## src/sv/srisc_ram.sv

```systemverilog
module srisc_ram #(
    parameter int DEPTH = 16,
    parameter int WIDTH = 32
) (
    input  logic                     i_clk,
    input  logic                     i_we,
    input  logic [$clog2(DEPTH)-1:0] i_waddr,
    input  logic [WIDTH-1:0]         i_wdata,
    input  logic                     i_re,
    input  logic [$clog2(DEPTH)-1:0] i_raddr,
    output logic [WIDTH-1:0]         o_rdata
);

    logic [WIDTH-1:0] r_mem [DEPTH];
    logic [WIDTH-1:0] r_q;

    always_ff @(posedge i_clk) begin
        if (i_we) begin
            r_mem[i_waddr] <= i_wdata;
        end
    end

    always_ff @(posedge i_clk) begin
        if (i_re) begin
            r_q <= r_mem[i_raddr];
        end
    end

    assign o_rdata = r_q;

endmodule

```

## config.mk

```make
export PLATFORM = sky130hd
export DESIGN_NAME = srisc_ram
export DESIGN_NICKNAME = d
export VERILOG_FILES = /design/src/sv/srisc_ram.sv
export SDC_FILE = /design/constraint.sdc
export NUM_CORES = 1
export LEC_CHECK = 0
export BUFFER_PORTS_ARGS = -buffer_cell sky130_fd_sc_hd__buf_2
export CAP_MARGIN = 10
export CORE_MARGIN = 2
export CORE_UTILIZATION = 50
export DETAILED_ROUTE_END_ITERATION = 16
export PLACE_DENSITY = 0.74
export SETUP_SLACK_MARGIN = 0.15
export SLEW_MARGIN = 20
export SYNTH_ARGS = -nofsm -noshare
export SYNTH_HDL_FRONTEND = slang
export SYNTH_SLANG_ARGS = --single-unit
```

## constraint.sdc

```tcl
create_clock -name i_clk -period 7.35 [get_ports i_clk]
set_input_delay 1.47 -clock i_clk [delete_from_list [all_inputs] [get_ports i_clk]]
set_output_delay 1.47 -clock i_clk [all_outputs]
set_load 0.1 [all_outputs]
```

==> results.py <==
metrics = {
    "status": {
        "status": "completed",
    },
    "sta": {
        "hold_slack_ps": 740,
        "layout_setup_ws_ps": 4020,
        "hold_viol_final": 0,
        "setup_viol": 0,
        "slew_viol_final": 0,
        "timing.setup.tns_ps": 0,
        "clock-skew-final_ps": 14.1,
        "rsz0062_at_grt": "no",
        "finalCritPeriodShare": 0.453,
        "min_period_ps": 3330,
        "max_freq_mhz": 300,
        "worst_pin_slew_ps": 1150,
        "relSlewSlack": 0.233,
    },
    "worst_setup_path": {
        "crit_end": "o_rdata[1]",
        "r2r-start": "r_mem[3][11]",
        "worstReg2RegEnd": "o_rdata[11]",
        "cp-start-kind": "primary input",
        "crit_fanout": 64,
        "crit_path_start": "i_raddr[0]",
        "worstPathCellList": "buf_8 > buf_16 > buf_4 > mux4_2 > a22oi_1 > nand2_1",
        "critPathBufInv": 3,
        "crit_arrival_ps": 3630,
        "ff2ff_path_depth": 3,
        "cp-end-kind": "flip-flop",
        "slowest_stage": "mux4_2",
        "crit_family": "buffers and inverters",
        "reg2reg_slack_ps": 5890,
        "critPathMaxStageDelay_ps": 560,
        "crit_cells": 6,
        "required_ps": 7650,
        "path_class": "primary input to flip-flop",
    },
    "finish": {
        "register_area_sq_um": 16300,
        "final_cell_area_sq_um": 23000,
        "fillerInstances": 2838,
        "layout.nets": 988,
        "layout_commonest_cell": "edfxtp_1",
        "multiInputGateArea_sq_um": 3750,
        "mostFrequentLayoutCells": "edfxtp_1 (544), mux4_2 (128), buf_2 (72)",
        "area_growth_pct": 14.1,
        "drive_above_1_share": 0.325,
    },
    "grt": {
        "grt_pass1_vias": 9410,
        "grt_pass1_wl_um": 61200,
        "grt_util_all_layers": 0.202,
        "grt_start_max_net_pins": 87,
        "overflow": 0,
        "antenna_found_initial": 2,
    },
    "placed_design": {
        "routabilityCongestion": 0.689,
        "place_ws_ps": 3190,
        "dp_hpwl_um": 19200,
        "dpl_cell_area_sq_um": 21300,
        "io_buffer_count": 74,
    },
    "floorplan": {
        "coreArea_sq_um": 39800,
        "die_area_sq_um": 42000,
        "initial_core_util": 0.507,
        "ioPinCount": 75,
        "die_x_um": 205,
        "fp.dieH_um": 205,
        "rows": 73,
    },
    "power": {
        "clkPwrFrac": 0.401,
        "vdd_drop_max_mv": 0.185,
        "swShare": 0.212,
        "p_switching_mw": 1.39,
        "seqPwrFrac": 0.538,
        "p_int_mw": 5.15,
        "leakage_nw": 7.34,
        "p_per_area_nw_per_um2": 284,
        "comb_power_share": 0.061,
    },
    "worst_hold_path": {
        "hp-class": "flip-flop to flip-flop",
    },
    "route": {
        "ant_nets": 0,
        "wl_um": 41300,
        "viasPerCell": 6.03,
        "drt_iter0_drc": 1259,
        "num_vias": 9122,
        "wl_per_cell_um": 27.3,
        "dr.pass1.iters": 5,
        "drc": 0,
    },
    "logic_synthesis": {
        "synth_nets": 881,
        "ys_seq_area_frac": 0.810,
        "ys_ff_latch": 544,
        "yosysWarnings": 0,
        "synthCells": 838,
        "ys_types": 17,
        "syn_area_sq_um": 20200,
        "syn_avg_cell_area_sq_um": 24.1,
    },
    "clocking": {
        "clockRootBuffer": "clkbuf_16",
        "postCtsResizedCells": 0,
        "clk_pin_slew_worst_paths_ps": 60,
        "cts.sinks": 544,
        "clockBufferDepth": 3,
        "cts_buffers": 51,
        "h-tree-depth": 2,
        "cts.hold.buffers_added": 0,
        "cts_setup_buffers": 0,
        "cts_tree": "built",
        "worstSkewPairLatency_ps": 570,
    },
    "run": {
        "maxCapViolations": 0,
    },
}
## cells in the mapped netlist
cell      instances  area [sq um]
edfxtp_1        544         16300
mux4_2          128          2880
a22oi_1          64           480
nand2_1          33           124
clkbuf_1         17          63.8
nor2_1           13          48.8
buf_4            11          82.6
buf_1             9          33.8
buf_2             4          20.0
nor3_1            4          20.0
buf_6             2          22.5
nand2b_1          2          12.5
nand3b_1          2          15.0
nor2b_1           2          12.5
and2_1            1          6.26
nand3_1           1          5.00
or3b_2            1          8.76
## kinds of logic (layout without fill, tap and decap cells)
| family | count (synthesis) | after routing | synth area share |
|---|---|---|---|
| buffers and inverters | 43 | 192 | 0.0110 |
| other | 0 | 1 | 0 |
| multiplexers | 128 | 128 | 0.143 |
| flip-flops | 544 | 544 | 0.810 |
| AO/OA/AOI/OAI | 64 | 64 | 0.0238 |
| AND/OR/NAND/NOR | 59 | 59 | 0.0125 |
## registers in the layout, summed over array words and instances, names as in the netlist
register  count
r_mem       512
o_rdata      32
## area by class of cell
class | instances | area share
flip-flops and latches | 544 | 0.710
multi-input cells | 251 | 0.163
clock inverters | 38 | 0.0160
diodes | 1 | 0.000109
well taps | 525 | 0.0285
repair buffers | 97 | 0.0252
clock buffers | 57 | 0.0574
## power by group through the flow
stage / clock network [mW] / logic (mW) / registers [mW]
final: 2.62 / 0.399 / 3.52
after global placement: 0 / 0.393 / 3.58
after global routing: 2.78 / 0.425 / 3.52
after CTS: 2.67 / 0.401 / 3.52
after floorplan: 0 / 0.167 / 3.69
after detailed placement: 0 / 0.400 / 3.58
## routing by layer
layer	vias to the layer above	share of wire	global-route usage
li1	3821	-	-
met1	4834	0.40	0.291
met2	415	0.50	0.324
met3	50	0.081	0.0431
met4	2	0.016	0.0439
met5	-	0.00027	0
## tightest hold or removal path, stage by stage, from the launching register on
cell	delay [ps]
edfxtp_1	310
mux4_2	220
a22oi_1	50
nand2_1	60
## per-stage QoR
| stage | cells | total power [mW] | util |
|---|---|---|---|
| floorplan | 838 | 3.85 | - |
| global placement | 1416 | 3.97 | 0.535 |
| detailed placement | 1416 | 3.98 | 0.535 |
| CTS | 1511 | 6.59 | 0.577 |
| global route | 1512 | 6.73 | 0.578 |
| finish | 1513 | 6.54 | 0.578 |
## worst min-delay path by stage
stage                             start          end  slack, ps  cells past startpoint
after floorplan            r_mem[14][0]   o_rdata[0]        710                      3
after global placement    r_mem[14][22]  o_rdata[22]        720                      3
after detailed placement  r_mem[12][22]  o_rdata[22]        730                      3
after CTS                 r_mem[12][22]  o_rdata[22]        750                      3
after global routing      r_mem[13][27]  o_rdata[27]        780                      3
final                     r_mem[12][22]  o_rdata[22]        740                      3
Power figures use the tool's default switching activity.
