**src/sv/srisc_pkg.sv**
```systemverilog
package srisc_pkg;

    localparam int DMEM_DEPTH = 4096;
    localparam int DMEM_AW    = $clog2(DMEM_DEPTH);
    localparam int REG_COUNT  = 16;
    localparam int REG_AW     = $clog2(REG_COUNT);
    localparam int IO_COUNT   = 23;
    localparam int XLEN       = 32;
    localparam int PC_W       = 12;
    localparam int PLEN_W     = 13;

    typedef enum logic [7:0] {
        OP_ADD  = 8'd0,
        OP_SUB  = 8'd1,
        OP_AND  = 8'd2,
        OP_OR   = 8'd3,
        OP_SLL  = 8'd4,
        OP_SRA  = 8'd5,
        OP_SRL  = 8'd6,
        OP_BEQ  = 8'd7,
        OP_BNE  = 8'd8,
        OP_BLT  = 8'd9,
        OP_BGT  = 8'd10,
        OP_BLE  = 8'd11,
        OP_BGE  = 8'd12,
        OP_JAL  = 8'd13,
        OP_LW   = 8'd14,
        OP_SW   = 8'd15,
        OP_RETI = 8'd16,
        OP_IN   = 8'd17,
        OP_OUT  = 8'd18,
        OP_HALT = 8'd19
    } t_op;

    typedef enum logic [1:0] {
        FLT_NONE = 2'd0,
        FLT_OP   = 2'd1,
        FLT_MEM  = 2'd2,
        FLT_IO   = 2'd3
    } t_fault;

    // io register map
    localparam logic [4:0] IO_IRQ0EN   = 5'd0;
    localparam logic [4:0] IO_IRQ1EN   = 5'd1;
    localparam logic [4:0] IO_IRQ2EN   = 5'd2;
    localparam logic [4:0] IO_IRQ0ST   = 5'd3;
    localparam logic [4:0] IO_IRQ1ST   = 5'd4;
    localparam logic [4:0] IO_IRQ2ST   = 5'd5;
    localparam logic [4:0] IO_HANDLER  = 5'd6;
    localparam logic [4:0] IO_RETURN   = 5'd7;
    localparam logic [4:0] IO_CLKS     = 5'd8;
    localparam logic [4:0] IO_TIMEREN  = 5'd11;
    localparam logic [4:0] IO_TIMERCUR = 5'd12;
    localparam logic [4:0] IO_TIMERMAX = 5'd13;

    typedef struct packed {
        logic [7:0]         opcode;
        logic [3:0]         dest_reg;
        logic [3:0]         src_a_reg;
        logic [3:0]         src_b_reg;
        logic signed [11:0] immediate_one;
        logic signed [11:0] immediate_two;
        logic               external_irq;
    } t_in;

    typedef struct packed {
        logic [11:0] next_pc;
        logic        halted;
        logic [1:0]  fault;
        logic        io_write_valid;
        logic [4:0]  io_write_index;
        logic [31:0] io_write_value;
        logic        irq_taken;
    } t_out;

    function automatic logic [31:0] io_in_mask(input logic [4:0] idx);
        logic [31:0] m;
        case (idx)
            5'd0, 5'd1, 5'd2, 5'd3, 5'd4, 5'd5, 5'd11, 5'd17: m = 32'h0000_0001;
            5'd6, 5'd7, 5'd16:                                m = 32'h0000_0FFF;
            5'd8, 5'd9, 5'd10, 5'd12, 5'd13:                  m = 32'hFFFF_FFFF;
            5'd14:                                            m = 32'h0000_0003;
            5'd15:                                            m = 32'h0000_007F;
            5'd20:                                            m = 32'h0000_FFFF;
            5'd21:                                            m = 32'h0000_00FF;
            default:                                          m = 32'h0000_0000;
        endcase
        return m;
    endfunction

    function automatic logic [31:0] io_out_mask(input logic [4:0] idx);
        logic [31:0] m;
        m = (idx == 5'd22) ? 32'h0000_0001 : io_in_mask(idx);
        return m;
    endfunction

endpackage

```
**src/sv/srisc_alu.sv**
```systemverilog
module srisc_alu
    import srisc_pkg::*;
(
    input  t_op         i_op,
    input  logic [31:0] i_a,
    input  logic [31:0] i_b,
    output logic [31:0] o_res,
    output logic        o_cond
);

    logic       big_shift;
    logic [4:0] sra_amt;

    assign big_shift = |i_b[31:5];
    assign sra_amt   = big_shift ? 5'd31 : i_b[4:0];

    always_comb begin
        o_res  = '0;
        o_cond = 1'b0;
        unique case (i_op)
            OP_ADD:  o_res = i_a + i_b;
            OP_SUB:  o_res = i_a - i_b;
            OP_AND:  o_res = i_a & i_b;
            OP_OR:   o_res = i_a | i_b;
            OP_SLL:  o_res = big_shift ? '0 : i_a << i_b[4:0];
            OP_SRA:  o_res = $unsigned($signed(i_a) >>> sra_amt);
            OP_SRL:  o_res = big_shift ? '0 : i_a >> i_b[4:0];
            OP_BEQ:  o_cond = (i_a == i_b);
            OP_BNE:  o_cond = (i_a != i_b);
            OP_BLT:  o_cond = ($signed(i_a) <  $signed(i_b));
            OP_BGT:  o_cond = ($signed(i_a) >  $signed(i_b));
            OP_BLE:  o_cond = ($signed(i_a) <= $signed(i_b));
            OP_BGE:  o_cond = ($signed(i_a) >= $signed(i_b));
            default: o_res = '0;
        endcase
    end

endmodule

```
**config.mk**
```make
export PLATFORM = sky130hd
export DESIGN_NAME = srisc_alu
export DESIGN_NICKNAME = d
export VERILOG_FILES = /design/src/sv/srisc_pkg.sv /design/src/sv/srisc_alu.sv
export SDC_FILE = /design/constraint.sdc
export NUM_CORES = 1
export LEC_CHECK = 0
export BUFFER_PORTS_ARGS = -buffer_cell sky130_fd_sc_hd__buf_2
export CORE_ASPECT_RATIO = 0.75
export CORE_MARGIN = 3
export CORE_UTILIZATION = 35
export DETAILED_ROUTE_END_ITERATION = 16
export GPL_TIMING_DRIVEN = 0
export PLACE_DENSITY = 0.65
export SYNTH_ARGS = -nofsm -noshare
export SYNTH_HDL_FRONTEND = slang
export SYNTH_SLANG_ARGS = --single-unit
```
**constraint.sdc**
```tcl
create_clock -name vclk -period 4
set_input_delay 0.4 -clock vclk [all_inputs]
set_output_delay 0.4 -clock vclk [all_outputs]
set_load 0.03 [all_outputs]
```
==> results of run 1 <==
[final cells by class]
| type | count | area (µm²) | area share (%) |
|---|---|---|---|
| Inverter | 101 | 432 | 3.41 |
| Buffer | 103 | 629 | 4.97 |
| Multi-Input combinational cell | 1307 | 10000 | 79.1 |
| Timing Repair Buffer | 161 | 1100 | 8.70 |
| Tap cell | 385 | 482 | 3.81 |
[logic make-up after synthesis]
| group | count (synthesis) | share of synthesized area [%] |
|---|---|---|
| compound gates | 516 | 33.9 |
| mux | 173 | 19.5 |
| buf+inv | 229 | 9.19 |
| simple gates | 494 | 22.8 |
| fa+ha+maj | 99 | 12.5 |
| xor+xnor | 25 | 2.18 |
[layer usage]
layer  part of all wire, %  up-vias
li1                      -     5957
met1                    43     6878
met2                    39     1163
met3                    14      187
met4                   3.9        8
met5                  0.28        -
[cell usage in the layout, fill, tap and decap left out, drive strengths merged, types with 7 or more instances in the layout]
master   count
or3         12
o22ai       15
o2111ai      7
nand2      153
nor3        35
mux2i      136
nor2       173
o21ai      108
buf        190
and2         7
o31ai       18
o21bai      11
nand3       37
o32ai        8
o211ai      27
a21oi      138
clkbuf      74
nor4        20
inv         94
a221oi      22
a22oi       10
a31oi        8
mux2        21
a21o        21
ha          97
a211oi      29
nand2b      11
o21a        14
mux4        16
xnor2       20
a2111oi      7
a211o       15
nand4       13
o221ai      14
[what timing repair did]
| action | in CTS | in global routing |
|---|---|---|
| gates resized for setup | 185 | 128 |
| endpoints found under the setup margin | 33 | 32 |
| endpoints found under the hold margin | 0 | 0 |
| pin swaps | 28 | 36 |
| setup buffers | 29 | 29 |
[synth_stat cells (5+ instances only)]
cell type	number
a22oi_1	10
mux4_2	16
buf_2	30
o31ai_1	18
a211oi_1	29
o22ai_1	15
and3_1	5
o21ai_0	95
buf_1	12
nand4_1	13
o2111ai_1	7
xor2_1	5
ha_1	97
a31oi_1	8
or3_1	12
nor4_2	8
a21oi_1	138
clkbuf_1	81
a2111oi_0	6
o221ai_1	14
xnor2_1	20
o21a_1	14
o32ai_1	8
a221oi_1	22
nor4_1	12
nor2b_1	6
and2_1	6
mux2_2	20
a21o_1	21
o211ai_1	27
a211o_1	15
or2_2	6
o21bai_1	11
nand2_1	153
nand2b_1	11
mux2i_1	136
nand3_1	37
nor3_1	32
o21ai_1	13
nor2_1	173
a221o_1	6
inv_1	97
[how the worst min path moves through the flow]
stage / start / endpoint / slack [ns] / depth (start not counted)
final: i_op[2] / o_cond / 1.40 / 5
after global routing: i_op[2] / o_cond / 1.42 / 5
after CTS: i_op[2] / o_cond / 1.37 / 5
after detailed placement: i_op[2] / o_cond / 1.34 / 4
after global placement: i_op[2] / o_cond / 1.34 / 4
after floorplan: i_op[2] / o_cond / 1.15 / 2
[per-stage QoR]
step | instance area [µm²] | utilization [%]
CTS | 12100 | 43.0
global route | 12700 | 45.0
floorplan | 10100 | -
detailed placement | 11100 | 39.6
finish | 12700 | 45.0
global placement | 11100 | 39.6
[where the power goes]
| part | leakage (nW) | switching (mW) | internal (mW) | total [mW] |
|---|---|---|---|---|
| clock network | 0 | 0 | 0 | 0 |
| registers | 0 | 0 | 0 | 0 |
| logic | 5.47 | 1.13 | 0.566 | 1.70 |
| total | 5.47 | 1.13 | 0.566 | 1.70 |
==> impl_metrics.toml, run 1 <==
[timing]
min_period_ns = 4.07
setup_tns_ns = -0.105
maxSlewViolCount = 0
fmax_mhz = 246
grt_setup_unrepaired = "yes"
setup_viol = 3
fin_crit_sh_pct = 102
slew_headroom_pct = 31.6
hold_ws_ns = 1.40
tightest_slew_ns = 1.02
hold_viol = 0
fin_ws_ns = -0.0707

[die]
core_area_mm2 = 0.0281
dieHeight_um = 153
ioPinCount = 105
die_area_mm2 = 0.0308
initial_core_util_pct = 35.7
row_count = 53
die_x_um = 202

[status]
violations = "setup timing"
status = "finished with violations"

[global_route]
grt_pass1_wl_um = 97000
grt_max_degree = 13
antenna_found_initial = 3
grt_use_met1_pct = 62.3
use_met3_pct = 12.8
grt-ovfl-total = 0
grt_use_met2_pct = 61.3
busiest_layer = "met1"
track_usage_pct = 42.7
grt_pass1_vias = 12900

[setup_path]
worstSetupPathDepth = 13
worstPathRequired_ns = 3.60
worst_path_max_delay_cell = "nor4_4"
startpoint = "i_b[18]"
cp.arrival_ns = 3.67
critPathMaxFanout = 10
path_cells = "buf_2 -> nor4_4 -> nand3_4 -> or3_1 -> buf_2 -> buf_6 -> mux2i_1 -> mux2i_1 -> mux2i_2 -> buf_4 -> o22ai_1 -> a221o_1 -> buf_2"
cp_common_cell = "buf_2"
crit_buf_inv = 5
critPathCaptureType = "primary output"
cp-start-kind = "primary input"
critPathCapture = "o_res[11]"
path_delay_family = "simple AND/OR/NAND/NOR gates"
crit_type = "primary input to primary output"
cp_slowest_stage_delay_ns = 0.48

[finish]
finalNonFillerCells = 2057
design.seq.count = 0
layout-drive-gt1-share_pct = 24.1
area_growth_pct = 25.9
antenna_cells = 0
final-seq-area_um2 = 0
n_clock_buffer = 0
n_fill_cell = 3036
layout.nets = 1845

[place]
dpl.hpwl_um = 56900
gp_congestion = 1.11
dp_cells = 2024
portBuffers = 103
pre_cts_slack_ns = -1.32

[synthesis]
ys_seq_area_share_pct = 0
synth_fp_nets = 1707
synth_area_mm2 = 0.0100
synthTopCellsByArea = "mux2i_1, ha_1, a21oi_1, nor2_1, nand2_1"
syn_area_per_cell_um2 = 6.54
ys_types = 82
yosys_warnings = 0
synth_top_area_share_pct = 13.5
yosysTopAreaCell = "mux2i_1"
syn_inst = 1536

[drt]
drt-total-wl_um = 70100
vias = 14200
initialDrtViolationCount = 2298
antenna_left = 0
dr.pass1.iters = 8
via_per_inst = 6.90
wl_per_cell_um = 34.1
drc = 0

[power]
leakagePower_nw = 5.47
total_power_mw = 1.70
max-vdd-ir-drop_uv = 80.0
power.density_mw_per_mm2 = 134

[clock_tree]
cts_hold_buffers = 0

[run]
drv_cap = 0

[worst_hold_path]
hold_class = "primary input to primary output"
(Power assumes the default switching activity.)
==> run 2: changes to the inputs <==
- RECOVER_POWER: unset -> 100
==> run 2 against run 1 <==
The flow still finishes with violations (setup timing). Die area did not move. Worst setup slack got worse by 0.064 ns. Count of clock-buffer cells in the layout did not move. Non-clock buffer count did not move. Critical path depth fell by 1. Combinational power barely moved. Sequential share of layout area did not move. Maximum frequency fell by 1.6%. Worst hold slack got worse by 0.0023 ns. Design area did not move.
==> impl_metrics.toml, run 2 (same netlist as run 1, synthesis figures left out) <==
[global_route]
track_usage_pct = 42.7
grt-ovfl-total = 0
antenna_found_initial = 3
grt_max_degree = 13
grt_pass1_wl_um = 97000
grt_pass1_vias = 12900

[timing]
setup_viol = 10
min_period_ns = 4.13
fin_ws_ns = -0.135
hold_viol = 0
maxSlewViolCount = 0
grt_setup_unrepaired = "yes"
slew_headroom_pct = 30.6
tightest_slew_ns = 1.04
fin_crit_sh_pct = 103
setup_tns_ns = -0.303
fmax_mhz = 242

[finish]
final_common_cell = "nor2_1"
final_core_util_pct = 45.0
layout-drive-gt1-share_pct = 24.1
antenna_cells = 0
multiInputGateArea_mm2 = 0.0100
n_clock_buffer = 0
final-seq-area_um2 = 0
layout.nets = 1845
n_fill_cell = 3036
final_cell_mix = "nor2_1, nand2_1, a21oi_1"
area_growth_pct = 25.9
design.seq.count = 0
finalNonFillerCells = 2057

[place]
dpl.hpwl_um = 56900
gp_congestion = 1.11
dp_cells = 2024
portBuffers = 103

[die]
initial_core_util_pct = 35.7
ioPinCount = 105
core_area_mm2 = 0.0281
die_area_mm2 = 0.0308
row_count = 53
die_x_um = 202
dieHeight_um = 153

[power]
power.density_mw_per_mm2 = 134
max-vdd-ir-drop_uv = 80.3
leakagePower_nw = 5.46
total_power_mw = 1.69

[status]
violations = "setup timing"
status = "finished with violations"

[setup_path]
worstPathRequired_ns = 3.60
worstSetupPathDepth = 12
cp-start-kind = "primary input"
path_cells = "buf_12 -> buf_8 -> buf_12 -> buf_2 -> buf_4 -> a211oi_1 -> a21oi_1 -> o22ai_1 -> a211oi_2 -> o221ai_1 -> a221o_1 -> buf_2"
path_delay_family = "compound AO/OA/AOI/OAI gates"
critPathMaxFanout = 10
crit_buf_inv = 6
cp.arrival_ns = 3.73
crit_type = "primary input to primary output"
critPathCaptureType = "primary output"
startpoint = "i_b[1]"
cp_slowest_stage_delay_ns = 0.54
worst_path_max_delay_cell = "a211oi_2"

[drt]
dr.pass1.iters = 8
drc = 0
via_per_inst = 6.88
vias = 14200
initialDrtViolationCount = 2390
drt-total-wl_um = 70100
wl_per_cell_um = 34.1
antenna_left = 0

[worst_hold_path]
hold-path-cell-count = 5
hp-start = "i_op[2]"
hold_class = "primary input to primary output"

[run]
drv_cap = 0
-- run 2: cell count changes in the layout (fill, tap and decap cells not counted) --
cell      before  now
clkbuf_2      17   26
buf_2         86   77
clkbuf_4      19   20
buf_4         80   79
-- run 2: final cells by class --
cell class	instances	share of cell area, %
Buffer	103	4.97
Inverter	101	3.41
Multi-Input combinational cell	1307	79.1
Tap cell	385	3.81
Timing Repair Buffer	161	8.70
-- run 2: where the power goes --
part	internal (mW)	switching, mW	total, mW
Sequential	0	0	0
Clock	0	0	0
Combinational	0.566	1.13	1.69
Total	0.566	1.13	1.69
-- run 2: final timing paths --
path         to  slack, ns
max   o_res[11]      -0.13
min      o_cond       1.40
-- run 2: what timing repair did --
item	in CTS	in global routing
setup endpoints to repair	33	32
hold buffers	0	0
hold endpoints to repair	0	0
gates resized for setup	185	128
pin swaps	28	36
buffers inserted	29	29
-- run 2: metrics by stage --
step           cell area (µm²)  setup WS [ns]  hold slack [ns]
6_report                 12700         -0.135             1.40
5_1_grt                  12700        -0.0320             1.42
4_1_cts                  12100         -0.107             1.37
3_5_place_dp             11100          -1.32             1.34
3_3_place_gp             11100          -1.72             1.34
2_1_floorplan            10100         0.0150             1.15
-- run 2: metal layers --
metal	wire length, µm	vias to the layer above	track usage, %
li1	-	5954	-
met1	29900	6914	62.3
met2	27700	1117	61.3
met3	9660	167	12.8
met4	2590	8	9.23
met5	173	-	1.71
